<file path="config.mk">
export PLATFORM = sky130hd
export DESIGN_NAME = hrc_front
export DESIGN_NICKNAME = d
export VERILOG_FILES = /design/src/hw/rtl/hrc_pkg.sv /design/src/hw/rtl/hrc_front.sv
export SDC_FILE = /design/constraint.sdc
export NUM_CORES = 1
export LEC_CHECK = 0
export BUFFER_PORTS_ARGS = -buffer_cell sky130_fd_sc_hd__buf_2
export CORE_AREA = 2 2 116 118
export DETAILED_ROUTE_END_ITERATION = 10
export DIE_AREA = 0 0 118 120
export GPL_TIMING_DRIVEN = 0
export PLACE_DENSITY = 0.39
export RECOVER_POWER = 100
export SETUP_SLACK_MARGIN = 0.4
export SYNTH_ARGS = -nofsm -noshare
export SYNTH_HDL_FRONTEND = slang
export SYNTH_SLANG_ARGS = --single-unit
</file>
<file path="constraint.sdc">
create_clock -name vclk -period 0.8
set_input_delay 0.16 -clock vclk [all_inputs]
set_output_delay 0.16 -clock vclk [all_outputs]
set_load 0.05 [all_outputs]
</file>
<file path="src/hw/rtl/hrc_pkg.sv">
// Shared types, constants and helpers for the result cache
package hrc_pkg;

  // table depth, a power of two
  localparam int TABLE_ENTRIES = 65536;
  localparam int SLOT_W        = $clog2(TABLE_ENTRIES);
  localparam int FOLD_SHIFT    = 32;

  localparam int QUEUE_DEPTH = 2;
  localparam int QPTR_W      = (QUEUE_DEPTH > 1) ? $clog2(QUEUE_DEPTH) : 1;
  localparam int QCNT_W      = $clog2(QUEUE_DEPTH + 1);

  localparam int  PADDR_W = 3;
  localparam logic REG_GEN = 1'b0;

  localparam logic [1:0] KIND_EXACT = 2'd0;
  localparam logic [1:0] KIND_UPPER = 2'd1;
  localparam logic [1:0] KIND_LOWER = 2'd2;

  typedef enum logic [1:0] {
    OP_STORE = 2'd0,
    OP_PROBE = 2'd1,
    OP_CLEAR = 2'd2,
    OP_NOP   = 2'd3
  } op_t;

  typedef struct packed {
    op_t                op;
    logic [SLOT_W-1:0]  slot;
    logic [63:0]        key;
    logic signed [15:0] score;
    logic signed [7:0]  depth;
    logic [1:0]         kind;
    logic [15:0]        move;
    logic signed [15:0] alpha;
    logic signed [15:0] beta;
  } cmd_t;

  // one table line: tag above the packed entry word
  typedef struct packed {
    logic [63:0]        tag;
    logic [7:0]         gen;
    logic [15:0]        move;
    logic [1:0]         kind;
    logic signed [7:0]  depth;
    logic signed [15:0] score;
  } line_t;

  typedef struct packed {
    logic full;
    logic empty;
  } q_stat_t;

  typedef struct packed {
    logic init;
    logic gen_clr;
  } be_stat_t;

  function automatic logic [SLOT_W-1:0] fold_slot(input logic [63:0] key);
    logic [63:0] f;
    f = key ^ (key >> FOLD_SHIFT);
    return f[SLOT_W-1:0];
  endfunction

endpackage

</file>
<file path="src/hw/rtl/hrc_front.sv">
// Command front: accept handshake, decode and slot fold into the queue
module hrc_front import hrc_pkg::*; (
  input  logic               start,
  input  logic [1:0]         command,
  input  logic [63:0]        key,
  input  logic signed [15:0] score_in,
  input  logic signed [7:0]  search_depth,
  input  logic [1:0]         bound_kind,
  input  logic [15:0]        move_in,
  input  logic signed [15:0] alpha_bound,
  input  logic signed [15:0] beta_bound,
  input  q_stat_t            q_stat,
  input  be_stat_t           be_stat,
  output logic               busy,
  output logic               push,
  output cmd_t               push_data
);

  // hold off while the queue is full or the power-up sweep runs
  assign busy = q_stat.full | be_stat.init;
  assign push = start & ~busy;

  always_comb begin
    push_data.op    = op_t'(command);
    push_data.slot  = fold_slot(key);
    push_data.key   = key;
    push_data.score = score_in;
    push_data.depth = search_depth;
    push_data.kind  = bound_kind;
    push_data.move  = move_in;
    push_data.alpha = alpha_bound;
    push_data.beta  = beta_bound;
  end

endmodule

</file>
Yosys cells after proc, flatten, opt, wreduce, memory -nomap -nowiden
Index checks and enable logic that the tools add are counted.
{"block": "classes", "n_addsub": 0, "multipliers": 0, "n_div": 0, "magnitude_cmp": 0, "n_eq_ne": 0, "n_shift": 0, "mux": 0, "bitwise_logic": 4, "n_reduce_logical": 0}
{"operator": "$xor A16 B16 Y16", "n": 1}
{"operator": "$and A1 B1 Y1", "n": 1}
{"operator": "$not A1 Y1", "n": 1}
{"operator": "$or A1 B1 Y1", "n": 1}
{"block": "word_totals", "register_bits": 0, "latchBits": 0, "ramBits": 0, "mem_bits_ro": 0, "inputBits": 145, "out_inout_bits": 158, "word_cells": 4, "mem_count": 0}

Logic depth before layout (Yosys ltp)
{"block": "depth", "depth_word": 3, "mapped_depth": 1, "ltp_nobuf": 1}

Least setup slack after synthesis
Ideal clock, no wire load.
{"block": "synth_timing", "path_type": "input to output", "from": "input be_stat[1] (netlist name)", "to": "output push", "arrival_ns": 1.318, "path_slack_ns": -0.678, "cell_stages": 1, "path_cell_list": "nor3b_1"}
{"block": "synth_between", "elab_chain_cells": 3}
{"item": "start: declaration", "line": "hrc_front.sv:13", "rtl": "input be_stat_t be_stat,"}
{"item": "$or A1 B1 Y1", "line": "hrc_front.sv:20", "rtl": "assign busy = q_stat.full | be_stat.init;"}
{"item": "$not A1 Y1", "line": "hrc_front.sv:21", "rtl": "assign push = start & ~busy;"}
{"item": "$and A1 B1 Y1", "line": "hrc_front.sv:21"}
{"item": "end: declaration", "line": "hrc_front.sv:15", "rtl": "output logic push,"}
No other way between the ends.

Final worst setup path
{"block": "layout_timing", "from": "input be_stat[1] (netlist name)", "to": "output busy"}
{"block": "layout_between", "elab_chain_cells": 1}
{"item": "$or A1 B1 Y1", "line": "hrc_front.sv:20"}
{"item": "end: declaration", "line": "hrc_front.sv:14", "rtl": "output logic busy,"}
No other way between the ends.

==> Flow_metrics.wiki <==
{| class="wikitable"
! Metric !! Value
|-
| Vias per cell || 3.01
|-
| Run status || finished with violations
|-
| Transition time at the pin with the least slew margin || 0.309 ns
|-
| Max VDD drop || 0.280 mV
|-
| Number of pins with negative max-slew slack in the final report || 0
|-
| Worst rel slew slack || 79.5%
|-
| CP Launch Type || primary input
|-
| WL per Instance || 15.3 um
|-
| Pwr Density || 862 mW/mm2
|-
| Start-to-end type of the worst setup path || primary input to primary output
|-
| GRT Resource Usage Total || 10.7%
|-
| Ratio of final minimum period to clock period || 102%
|-
| Number of warnings printed during yosys synthesis || 0
|-
| Count of input and output buffers || 193
|-
| Maximum achievable frequency || 1230 MHz
|-
| Post-synthesis average cell area || 7.63 um2
|-
| Remaining number of nets flagged by the antenna check after routing || 0
|-
| # hold bufs at CTS || 0
|-
| Area share of the leading cell type in the synthesized netlist || 87.2%
|-
| Post-layout nets || 498
|-
| Most frequent cells in the layout || 154 x sky130_fd_sc_hd__buf_12, 108 x sky130_fd_sc_hd__clkbuf_2, 32 x sky130_fd_sc_hd__buf_4
|-
| Sequential cell area fraction in the yosys report || 0%
|-
| Clock buf count || 0
|-
| Hold Crit Depth || 3
|-
| Area of the placeable core || 0.0130 mm2
|-
| Placement-stage cell area || 0.00446 mm2
|-
| Number of placed I/O pins || 303
|-
| Antenna diode instance count || 0
|-
| Number of instances in the synthesized netlist || 158
|-
| Cell taking the most area after synthesis || sky130_fd_sc_hd__buf_4
|-
| Number of global-route vias before repair || 1852
|-
| Total DRC errors in the routed layout || 0
|-
| Final Wtd Congestion || 0.697
|-
| Post-synth net total || 303
|-
| Required time reported for the critical path endpoint || 0.64 ns
|-
| Post-Route Setup TNS || -0.0130 ns
|-
| Leakage power summed over all cells || 2.43 nW
|-
| Peak fanout along the critical path || 2
|-
| Maximum number of pins on one net before global-route repair || 3
|-
| Sequential Area || 0 um2
|-
| Critical path capture point type || primary output
|-
| DRT Wirelength || 8070 um
|-
| Number of violations reported at the end of detailed-routing iteration 0 || 13
|-
| Share of layout cells above drive strength 1 || 99.1%
|-
| Initial antenna violation count || 0
|-
| Worst Setup Slack post-DPL || -0.128 ns
|-
| Wire length of the first global-routing pass || 11800 um
|-
| Setup repair after global routing missed its margin || true
|-
| Overall via count from detail_route || 1585
|-
| Horizontal die dimension || 118 um
|-
| Hold violation count in the final report || 0
|-
| Cell row count || 42
|-
| Number of optimization iterations in the first detailed-route pass || 2
|-
| Fraction of the core area covered by cells at the end of the flow || 38.5%
|-
| Worst min path class || primary input to primary output
|-
| Count of unique library cells instantiated by Yosys || 4
|-
| Vert. Die Dim || 120 um
|-
| GRT overflow || 0
|-
| Fin crit period || 0.813 ns
|-
| Final count of negative-setup-slack endpoints || 1
|-
| Die outline area || 0.0142 mm2
|-
| Synthesis-to-layout area growth || 315%
|-
| Number of maximum-capacitance violations || 0
|-
| Failing checks || setup timing
|-
| Post-route standard cell area excluding fillers || 0.00500 mm2
|-
| Arrival time reported for the critical path endpoint || 0.65 ns
|-
| FFs & Latches || 0
|-
| Final worst-path setup slack || -0.0130 ns
|-
| Initial core utilization || 9.28%
|-
| Synth area leaders || sky130_fd_sc_hd__buf_4 87%, sky130_fd_sc_hd__xor2_1 12%, sky130_fd_sc_hd__nor3b_1 0.62%
|-
| Most frequent standard cell in the layout excluding fill and tap cells || sky130_fd_sc_hd__buf_12
|-
| DP Wirelength || 6600 um
|-
| Post-synthesis cell area || 0.00120 mm2
|-
| Area taken by multi-input logic gates || 412 um2
|-
| Total of fill cells in the finished design || 1239
|}
## power breakdown
| part | switching (mW) | internal [mW] | leakage, nW |
|---|---|---|---|
| sequential | 0 | 0 | 0 |
| clock | 0 | 0 | 0 |
| combinational | 2.18 | 2.13 | 2.43 |
## final timing paths
kind                       start  slack, ns    to
worst max-delay path  be_stat[1]      -0.01  busy
worst min-delay path  be_stat[1]       0.57  push
## critical path, cell delays in order
cell                    delay [ns]
sky130_fd_sc_hd__buf_8        0.10
sky130_fd_sc_hd__or2_4        0.24
sky130_fd_sc_hd__buf_8        0.15
## metal layers
layer	part of all wire (%)	GRT usage [%]	vias up
met3	12	4.85	0
met4	0	0	0
met5	0	0	-
met2	63	23.7	161
li1	-	-	716
met1	25	8.94	708
## timing repair
item	in CTS	in global routing
buffers inserted	0	0
pin swaps	17	13
endpoints found under the setup margin	158	158
gates resized for setup	705	17
## area by class of cell
class / instances / share of cell area [%]
buffer: 140 / 56.1
multi-input combinational: 18 / 8.24
tap: 176 / 4.41
timing repair buffer: 193 / 31.3
## synth_stat cells
| cell type | instances |
|---|---|
| sky130_fd_sc_hd__buf_4 | 140 |
| sky130_fd_sc_hd__or2_1 | 1 |
| sky130_fd_sc_hd__xor2_1 | 16 |
| sky130_fd_sc_hd__nor3b_1 | 1 |
## cells by family after synthesis
family,Yosys count,synth area share [%]
buffers and inverters,140,87.2
and+or+nand+nor,2,1.14
xor gates and xnor gates,16,11.6
## through the flow
stage	hold slack [ns]	power, mW	cells
final	0.572	4.30	527
after global placement	0.611	3.94	527
after global routing	0.579	4.43	527
after CTS	0.512	5.69	527
after floorplan	0.384	3.30	158
after detailed placement	0.611	3.94	527
Note: power is estimated with default switching activity, not from simulation.
