$ cat src/hw/rtl/hrc_pkg.sv
// Shared types, constants and helpers for the result cache
package hrc_pkg;

  // table depth, a power of two
  localparam int TABLE_ENTRIES = 65536;
  localparam int SLOT_W        = $clog2(TABLE_ENTRIES);
  localparam int FOLD_SHIFT    = 32;

  localparam int QUEUE_DEPTH = 2;
  localparam int QPTR_W      = (QUEUE_DEPTH > 1) ? $clog2(QUEUE_DEPTH) : 1;
  localparam int QCNT_W      = $clog2(QUEUE_DEPTH + 1);

  localparam int  PADDR_W = 3;
  localparam logic REG_GEN = 1'b0;

  localparam logic [1:0] KIND_EXACT = 2'd0;
  localparam logic [1:0] KIND_UPPER = 2'd1;
  localparam logic [1:0] KIND_LOWER = 2'd2;

  typedef enum logic [1:0] {
    OP_STORE = 2'd0,
    OP_PROBE = 2'd1,
    OP_CLEAR = 2'd2,
    OP_NOP   = 2'd3
  } op_t;

  typedef struct packed {
    op_t                op;
    logic [SLOT_W-1:0]  slot;
    logic [63:0]        key;
    logic signed [15:0] score;
    logic signed [7:0]  depth;
    logic [1:0]         kind;
    logic [15:0]        move;
    logic signed [15:0] alpha;
    logic signed [15:0] beta;
  } cmd_t;

  // one table line: tag above the packed entry word
  typedef struct packed {
    logic [63:0]        tag;
    logic [7:0]         gen;
    logic [15:0]        move;
    logic [1:0]         kind;
    logic signed [7:0]  depth;
    logic signed [15:0] score;
  } line_t;

  typedef struct packed {
    logic full;
    logic empty;
  } q_stat_t;

  typedef struct packed {
    logic init;
    logic gen_clr;
  } be_stat_t;

  function automatic logic [SLOT_W-1:0] fold_slot(input logic [63:0] key);
    logic [63:0] f;
    f = key ^ (key >> FOLD_SHIFT);
    return f[SLOT_W-1:0];
  endfunction

endpackage

$ cat src/hw/rtl/hrc_queue.sv
// Short command queue between the front and the table engine
module hrc_queue import hrc_pkg::*; (
  input  logic    clk,
  input  logic    rst,
  input  logic    push,
  input  cmd_t    push_data,
  input  logic    pop,
  output cmd_t    head,
  output q_stat_t stat
);

  cmd_t              slots [QUEUE_DEPTH];
  logic [QPTR_W-1:0] wr_ptr;
  logic [QPTR_W-1:0] rd_ptr;
  logic [QCNT_W-1:0] count;

  function automatic logic [QPTR_W-1:0] ptr_inc(input logic [QPTR_W-1:0] p);
    return (p == QPTR_W'(QUEUE_DEPTH - 1)) ? '0 : p + 1'b1;
  endfunction

  always_ff @(posedge clk) begin
    if (push) begin
      slots[wr_ptr] <= push_data;
    end
  end

  always_ff @(posedge clk) begin
    if (rst) begin
      wr_ptr <= '0;
      rd_ptr <= '0;
      count  <= '0;
    end else begin
      if (push) begin
        wr_ptr <= ptr_inc(wr_ptr);
      end
      if (pop) begin
        rd_ptr <= ptr_inc(rd_ptr);
      end
      case ({push, pop})
        2'b10:   count <= count + 1'b1;
        2'b01:   count <= count - 1'b1;
        default: count <= count;
      endcase
    end
  end

  assign head       = slots[rd_ptr];
  assign stat.full  = (count == QCNT_W'(QUEUE_DEPTH));
  assign stat.empty = (count == '0);

endmodule

$ cat config.mk
export PLATFORM = sky130hd
export DESIGN_NAME = hrc_queue
export DESIGN_NICKNAME = d
export VERILOG_FILES = /design/src/hw/rtl/hrc_pkg.sv /design/src/hw/rtl/hrc_queue.sv
export SDC_FILE = /design/constraint.sdc
export NUM_CORES = 1
export LEC_CHECK = 0
export BUFFER_PORTS_ARGS = -buffer_cell sky130_fd_sc_hd__buf_2
export CAP_MARGIN = 20
export CORE_MARGIN = 2
export CORE_UTILIZATION = 47
export CTS_BUF_LIST = sky130_fd_sc_hd__clkbuf_16
export CTS_CLUSTER_DIAMETER = 50
export CTS_CLUSTER_SIZE = 8
export DETAILED_ROUTE_END_ITERATION = 16
export PLACE_DENSITY = 0.76
export SKIP_CTS_REPAIR_TIMING = 1
export SLEW_MARGIN = 20
export SYNTH_ARGS = -nofsm -noshare
export SYNTH_HDL_FRONTEND = slang
export SYNTH_SLANG_ARGS = --single-unit
$ cat constraint.sdc
create_clock -name clk -period 7.52 [get_ports clk]
set_input_delay 0.752 -clock clk [delete_from_list [all_inputs] [get_ports clk]]
set_output_delay 0.752 -clock clk [all_outputs]
set_load 0.02 [all_outputs]
== Word-level counts from Yosys, hierarchy flattened ==
Memories as Yosys holds them, arrays and structs flattened. A register that Yosys moved wholly into a read port is not among the register bits.
Cells that the tools add are included.

* Register bits after elaboration: 4
* Latch bits: 0
* Memory bits (writable): 312
* Bits in read-only memories: 0
* Bits of input ports: 160
* Output and inout bits: 158
* Word-level logic and storage cells: 20
* Memories kept: 1

{| class="wikitable"
|+ Memory list
! name !! depth !! width !! read ports !! clocked after Yosys merged registers in !! write ports !! line !! RTL
|-
| slots || 2 || 156 || 1 || 1 || 1 || hrc_queue.sv:12 || <nowiki>cmd_t slots [QUEUE_DEPTH];</nowiki>
|}

* Add/sub/neg operators: 4
* Multipliers: 0
* Div/mod/pow operators: 0
* $lt $le $gt $ge: 0
* Equality and inequality tests: 3
* Shift operators: 0
* Muxes and demuxes: 7
* Bitwise operators: 0
* Reduce and logical (&&, ||, !) cells: 2

{| class="wikitable"
|+ Operator list
! operator !! count
|-
| $mux W1 || 6
|-
| $eq A2 B2 Y1 const B || 2
|-
| $pmux W2 S2 || 1
|-
| $add A1 B1 Y1 const B || 2
|-
| $add A2 B1 Y2 const B || 1
|-
| $eq A2 B1 Y1 const B || 1
|-
| $logic_not A2 Y1 || 1
|-
| $reduce_bool A2 Y1 || 1
|-
| $sub A2 B1 Y2 const B || 1
|}

== Depth between registers and ports, before layout ==
Gate-level depths: netlist of the first run.

* Depth in word-level cells: 4
* Depth in mapped cells: 5

== Worst setup path after synthesis of the first run ==
No wires, ideal clock.

* Path type: input-to-reg
* Start: input push
* End: memory slots[0][0] in the netlist's numbering, enable pin
* Library setup time: 0.678 ns
* Arrival: 7.342 ns
* Data required time: 6.842 ns
* Setup slack: -0.500 ns
* Cell stages on the path: 2
* Cells stage by stage: inv_1 nor2_1

* Longest elaborated chain between the ends: 2

{| class="wikitable"
|+ RTL lines
! item !! line !! RTL
|-
| start: declaration || hrc_queue.sv:5 || <nowiki>input logic push,</nowiki>
|-
| $mux W1 || hrc_queue.sv:22 || <nowiki>if (push) begin</nowiki>
|-
| $mux W1 (implied by the code) || hrc_queue.sv:23 || <nowiki>slots[wr_ptr] <= push_data;</nowiki>
|-
| end: declaration || hrc_queue.sv:12 ||
|}

No other way between the ends.

==> run_results.csv, run 1 <==
group,metric,value,unit
status,status,"completed",
critical_path,path_common_cell,"buf_4",
detailed_routing,vias,5929,
timing,finalSetupViolCount,0,
timing,slew_viol_final,0,
timing,rsz0062_at_grt,"false",
min_path,hold_path_startpoint,"push_data[79]",
clock_network,numClockSinks,317,
critical_path,critPathKind,"register to primary output",
detailed_routing,first_pass_iters,4,
detailed_routing,drt_iter0_drc,345,
logic_synthesis,synth_top_family_by_area,"multiplexers",
timing,hold_slack,421.2,ps
logic_synthesis,synth_seq_cells,317,
min_path,hp-class,"input port to register",
critical_path,start_kind,"register",
clock_network,clock_latency,520,ps
critical_path,worst-endpoint-arrival,3360,ps
logic_synthesis,syn_inst,507,
logic_synthesis,yosys.area_share.simple,0.3824,%
min_path,min_to,"slots[1][79]",
power_and_ir_drop,leakagePower,0.005585,uW
timing,tightestPinTransition,934.8,ps
floorplan,core-area,24110,sq um
critical_path,worstPathRequired,6770,ps
detailed_routing,drc,0,
logic_synthesis,yosysUniqueCellTypes,15,
detailed_routing,wl_per_cell,18.25,um
logic_synthesis,synth_fa_ha_area_share,0.1093,%
clock_network,cts_tree,"done",
power_and_ir_drop,powerDensity,298.0,nW/um^2
final_layout,drive_above_1_share,60.59,%
timing,tns,0,ps
logic_synthesis,ys_warn_count,0,
clock_network,clockBufferDepth,3,
timing,finalHoldViolCount,0,
global_route,grt_max_degree,67,
detailed_routing,detail_route.wirelength,22100,um
logic_synthesis,yosysSeqAreaShare,82.69,%
floorplan,die_h,160.1,um
global_route,grtUsageTotal,16.61,%
timing,fmax,243.3,MHz
min_path,hold_depth,1,
critical_path,reg2reg_slack,5170,ps
detailed_routing,ant_nets,0,
critical_path,ff2ff_path_depth,3,
critical_path,r2r-start,"wr_ptr",
global_route,grt_pass1_vias,6316,
final_layout,nets,1023,
floorplan,die_w,160.1,um
power_and_ir_drop,power,4383,uW
clock_network,cts-htree-levels,2,
logic_synthesis,synth_fp_nets,668,
clock_network,numCtsBuffers,46,
timing,finClkSkew,13.04,ps
global_route,antenna_found_initial,4,
flow_run,timing.max_cap.violations,0,
floorplan,rows,57,
clock_network,clkTransAtPathRegs,50,ps
logic_synthesis,synth_area_per_cell,22.59,sq um
placement,dp_hpwl,14110,um
critical_path,path_cells,"buf_4 -> buf_4 -> mux2_2 -> buf_2",
final_layout,syn_to_final_growth,28.42,%
timing,timing.final.crit_share,54.66,%
timing,relSlewSlack,37.68,%
global_route,grt_overflow,0,
logic_synthesis,synth_mux_area_share,15.34,%
critical_path,path_buf_inv,3,
placement,place.gp.congestion,0.7453,
floorplan,start_util,47.50,%
critical_path,worstSetupEndpointType,"primary output",
logic_synthesis,netlist_area,11450,sq um
critical_path,cp_slowest_stage_delay,760,ps
floorplan,dieArea,25630,sq um
placement,port_buffers,317,
critical_path,cp_max_fo,66,
logic_synthesis,synth_xor_area_share,0.3059,%
floorplan,ios,318,
global_route,grt_pass1_wl,33020,um
clock_network,clock-root-buffer,"clkbuf_16",
critical_path,crit-reg2reg-capture,"slots[0][133]",
logic_synthesis,synth_compound_area_share,0.08741,%
critical_path,cpMaxStageDelayCell,"buf_4",
critical_path,cp_top_family,"buffers and inverters",
timing,period_minus_slack,4110,ps
power_and_ir_drop,vdd.ir_drop.worst,0.1896,mV
detailed_routing,avgViaCountPerCell,4.896,
-- stage by stage --
step | cell area [sq um] | setup slack (ps) | utilization (%) | cells
detailed placement | 13390 | 3895 | 55.54 | 1138
floorplan | 11450 | 2230 | - | 507
finish | 14710 | 3410 | 61.00 | 1211
global placement | 13390 | 3877 | 55.54 | 1138
global route | 14700 | 3203 | 60.98 | 1209
CTS | 14700 | 3342 | 60.96 | 1207
-- power by group --
part	internal (uW)	switching [uW]	total, uW
combinational	190	288	479
sequential	2070	31.8	2100
clock	1140	662	1800
total	3400	982	4380
-- worst reg2reg max path: stages, from the launching register on --
cell and delay, ps:
dfxtp_1 340, nor2_4 140, buf_4 620, buf_4 790
-- flip-flops by register name, indices dropped and copies added (netlist names), named ones only --
name / flops
wr_ptr: 1
rd_ptr: 1
slots: 312
count: 2
-- synth_stat cells, drive strengths merged --
library cell	number	area, sq um
nor2	6	22.52
xnor2	3	26.28
and2b	1	8.760
buf	17	120.1
mux2	156	1757
and2	1	6.260
xor2	1	8.760
edfxtp	312	9369
dfxtp	5	100.1
o21ai	1	5.000
or3	1	6.260
a21oi	1	5.000
ha	1	12.51
inv	1	3.750
-- worst max-delay path by stage --
stage | cells past startpoint | endpoint | start | slack, ps
after floorplan | 2 | slots[0][0] | push | 2230
after detailed placement | 4 | head[27] | register | 3900
after global routing | 4 | head[26] | register | 3200
final | 4 | head[27] | register | 3410
after global placement | 4 | head[106] | register | 3880
after CTS | 4 | head[111] | register | 3340
-- cells in the final DEF (no fill, tap or decap) --
cell        count
buf_2         317
xnor2_1         3
a21oi_1         1
clkinv_2        1
clkinvlp_4      1
dfxtp_1         4
and2_4          1
mux2_2        156
inv_1          18
dfxtp_4         1
nor2_4          1
diode_2         4
clkbuf_16      49
ha_1            1
edfxtp_1      312
buf_4           7
nor2_1          5
o21ai_0         1
and2b_2         1
or3_1           1
xor2_1          1
clkinv_1        1
-- cell type report --
cell class | instances | area, sq um
Fill cell | 1792 | 9400
Multi-Input combinational cell | 172 | 1868
Tap cell | 324 | 405.4
Sequential cell | 317 | 9473
Clock buffer | 49 | 1226
Timing Repair Buffer | 324 | 1639
Antenna cell | 4 | 10.01
Inverter | 1 | 3.754
Clock inverter | 20 | 80.08
-- kinds of logic after synthesis --
logic type,after synthesis
xor gates and xnor gates,4
DFF,317
muxes,156
adders and majority gates,1
and+or+nand+nor,9
AOI/OAI and AO/OA,2
buffers and inverters,18
-- routing by layer --
| metal | vias to the layer above | GRT usage [%] | wire, um |
|---|---|---|---|
| li1 | 2733 | - | - |
| met1 | 2905 | 19.95 | 8579 |
| met2 | 247 | 27.37 | 11070 |
| met3 | 44 | 5.740 | 1878 |
| met4 | 0 | 7.330 | 574 |
| met5 | - | 0 | 0 |
No activity file was read; power rests on OpenSTA's default activity.
==> run 2, diff against run 1 <==
Settings changed: CORE_UTILIZATION 47 to 52, PLACE_DENSITY 0.76 to 0.8.
Clock period 7.52 ns to 4.05 ns, I/O delays scaled along.
==> run 2 against run 1 <==
Via count is 0.86% higher. Clock power up 84%. Utilization grew 6.6 points. Register-to-register slack lost 3200 ps. Sequential power rose by 86%. Critical path type unchanged. Worst hold slack worse by 350 ps. Design area shrank 0.36%. Total power grew 85%. Highest routed layer is now met5. Global-route usage increased by 2.7 points. First-iteration DRC count fell by 11%.
==> run_results.csv, run 2 (synthesized netlist as in run 1, its figures left out) <==
group,metric,value,unit
clock_network,numCtsBuffers,46,
placement,port_buffers,317,
detailed_routing,vias,5980,
power_and_ir_drop,p_sw,1821,uW
clock_network,numClockSinks,317,
placement,dp_hpwl,14570,um
critical_path,cp_max_fo,82,
floorplan,rows,54,
final_layout,largest_register_ff_count,312,
final_layout,largest_register,"slots",
power_and_ir_drop,leakagePower,0.005571,uW
detailed_routing,first_pass_iters,5,
critical_path,worstSetupEndpointType,"primary output",
final_layout,final_common_cell,"buf_2",
critical_path,start_kind,"register",
clock_network,clockBufferDepth,3,
power_and_ir_drop,seqPwrFrac,48.1,%
detailed_routing,wl_per_cell,19.77,um
floorplan,die_w,152.4,um
final_layout,syn_to_final_growth,27.96,%
clock_network,cts-htree-levels,2,
detailed_routing,avgViaCountPerCell,5.142,
critical_path,r2r-start,"wr_ptr",
timing,tns,0,ps
final_layout,drive_above_1_share,60.52,%
timing,finalSetupViolCount,0,
critical_path,worst-endpoint-arrival,2390,ps
final_layout,biggestRegsByFlops,"slots: 312 flops, count: 2 flops",
power_and_ir_drop,intPower,6305,uW
placement,dp_slack,1725,ps
critical_path,critPathKind,"register to primary output",
critical_path,crit-reg2reg-capture,"slots[1][31]",
critical_path,worstPathRequired,3640,ps
timing,fmax,357.2,MHz
power_and_ir_drop,clockPowerShare,40.9,%
power_and_ir_drop,power,8125,uW
clock_network,clock_latency,510,ps
timing,tightestPinTransition,751.1,ps
floorplan,ios,318,
power_and_ir_drop,pwr-share-comb,11.0,%
power_and_ir_drop,powerDensity,554.5,nW/um^2
timing,timing.final.crit_share,69.12,%
clock_network,cts_tree,"done",
clock_network,clkTransAtPathRegs,50,ps
global_route,grtUsageTotal,19.36,%
floorplan,core-area,21690,sq um
final_layout,final_cell_area,14650,sq um
final_layout,nets,1021,
min_path,hp-class,"input port to register",
global_route,grt_pass1_vias,6437,
detailed_routing,drt_iter0_drc,306,
critical_path,ff2ff_path_depth,2,
final_layout,most-common-layout-cells,"buf_2 (317), edfxtp_1 (312), mux2_2 (156)",
critical_path,reg2reg_slack,1970,ps
status,status,"completed",
timing,hold_slack,73.37,ps
global_route,grt_pass1_wl,34780,um
detailed_routing,detail_route.wirelength,22990,um
detailed_routing,ant_nets,0,
timing,setup_ws,1251,ps
min_path,hold_depth,1,
floorplan,dieArea,23220,sq um
timing,slew_viol_final,0,
timing,relSlewSlack,49.92,%
global_route,antenna_found_initial,7,
floorplan,start_util,52.80,%
floorplan,die_h,152.4,um
placement,place.gp.congestion,0.7977,
global_route,grt_overflow,0,
global_route,grt_max_degree,107,
power_and_ir_drop,vdd.ir_drop.worst,0.4761,mV
min_path,hold_path_startpoint,"push_data[117]",
timing,period_minus_slack,2799,ps
timing,rsz0062_at_grt,"false",
min_path,min_to,"slots[1][117]",
timing,finClkSkew,10.72,ps
placement,placed_cell_area,13360,sq um
clock_network,clock-root-buffer,"clkbuf_16",
detailed_routing,drc,0,
power_and_ir_drop,switching_share,22.41,%
timing,finalHoldViolCount,0,
flow_run,timing.max_cap.violations,0,
run 2: changes by cell type in the layout (fill, tap and decap cells not counted):
cell	delta
buf_12	+3
bufinv_16	+1
inv_6	+1
buf_4	-5
clkbuf_16	-2
clkinv_2	-1
inv_1	-1
run 2: area by class of cell:
type / instances / area [sq um]
antenna: 4 / 10.01
multi-input combinational: 172 / 1868
timing repair buffer: 322 / 1662
clock inverter: 20 / 110.1
fill: 1439 / 7036
sequential: 317 / 9473
tap: 280 / 350.3
inverter: 1 / 3.754
clock buffer: 47 / 1176
run 2: worst max-delay path by stage:
stage | end | slack (ps) | start | cells after the start
final | head[110] | 1250 | register | 3
after detailed placement | head[14] | 1730 | register | 3
after floorplan | slots[0][0] | 870 | push | 2
after global routing | head[14] | 1110 | register | 3
after global placement | head[14] | 1730 | register | 3
after CTS | head[121] | 1190 | register | 3
run 2: worst max-delay path, stage by stage (launching register included):
cell and delay [ps]:
dfxtp_4 780, buf_12 430, mux2_2 410, buf_2 170
run 2: layer usage:
| metal | share of wire (%) | track usage (%) |
|---|---|---|
| met1 | 38 | 22.72 |
| met2 | 50 | 32.67 |
| met3 | 8.5 | 7.139 |
| met4 | 3.1 | 7.566 |
| met5 | 0.13 | 0 |
run 2: stage by stage:
step | std cells | util [%]
2_1_floorplan | 507 | -
4_1_cts | 1159 | 67.51
6_report | 1163 | 67.56
5_1_grt | 1163 | 67.56
3_5_place_dp | 1092 | 61.58
3_3_place_gp | 1092 | 61.58
run 2: power groups by stage:
stage          clock (uW)  sequential [uW]  combinational (uW)
2_1_floorplan           0             3940                 585
3_3_place_gp            0             3960                 881
3_5_place_dp            0             3970                 895
4_1_cts              3390             3910                 903
5_1_grt              3530             3920                 952
6_report             3320             3910                 893
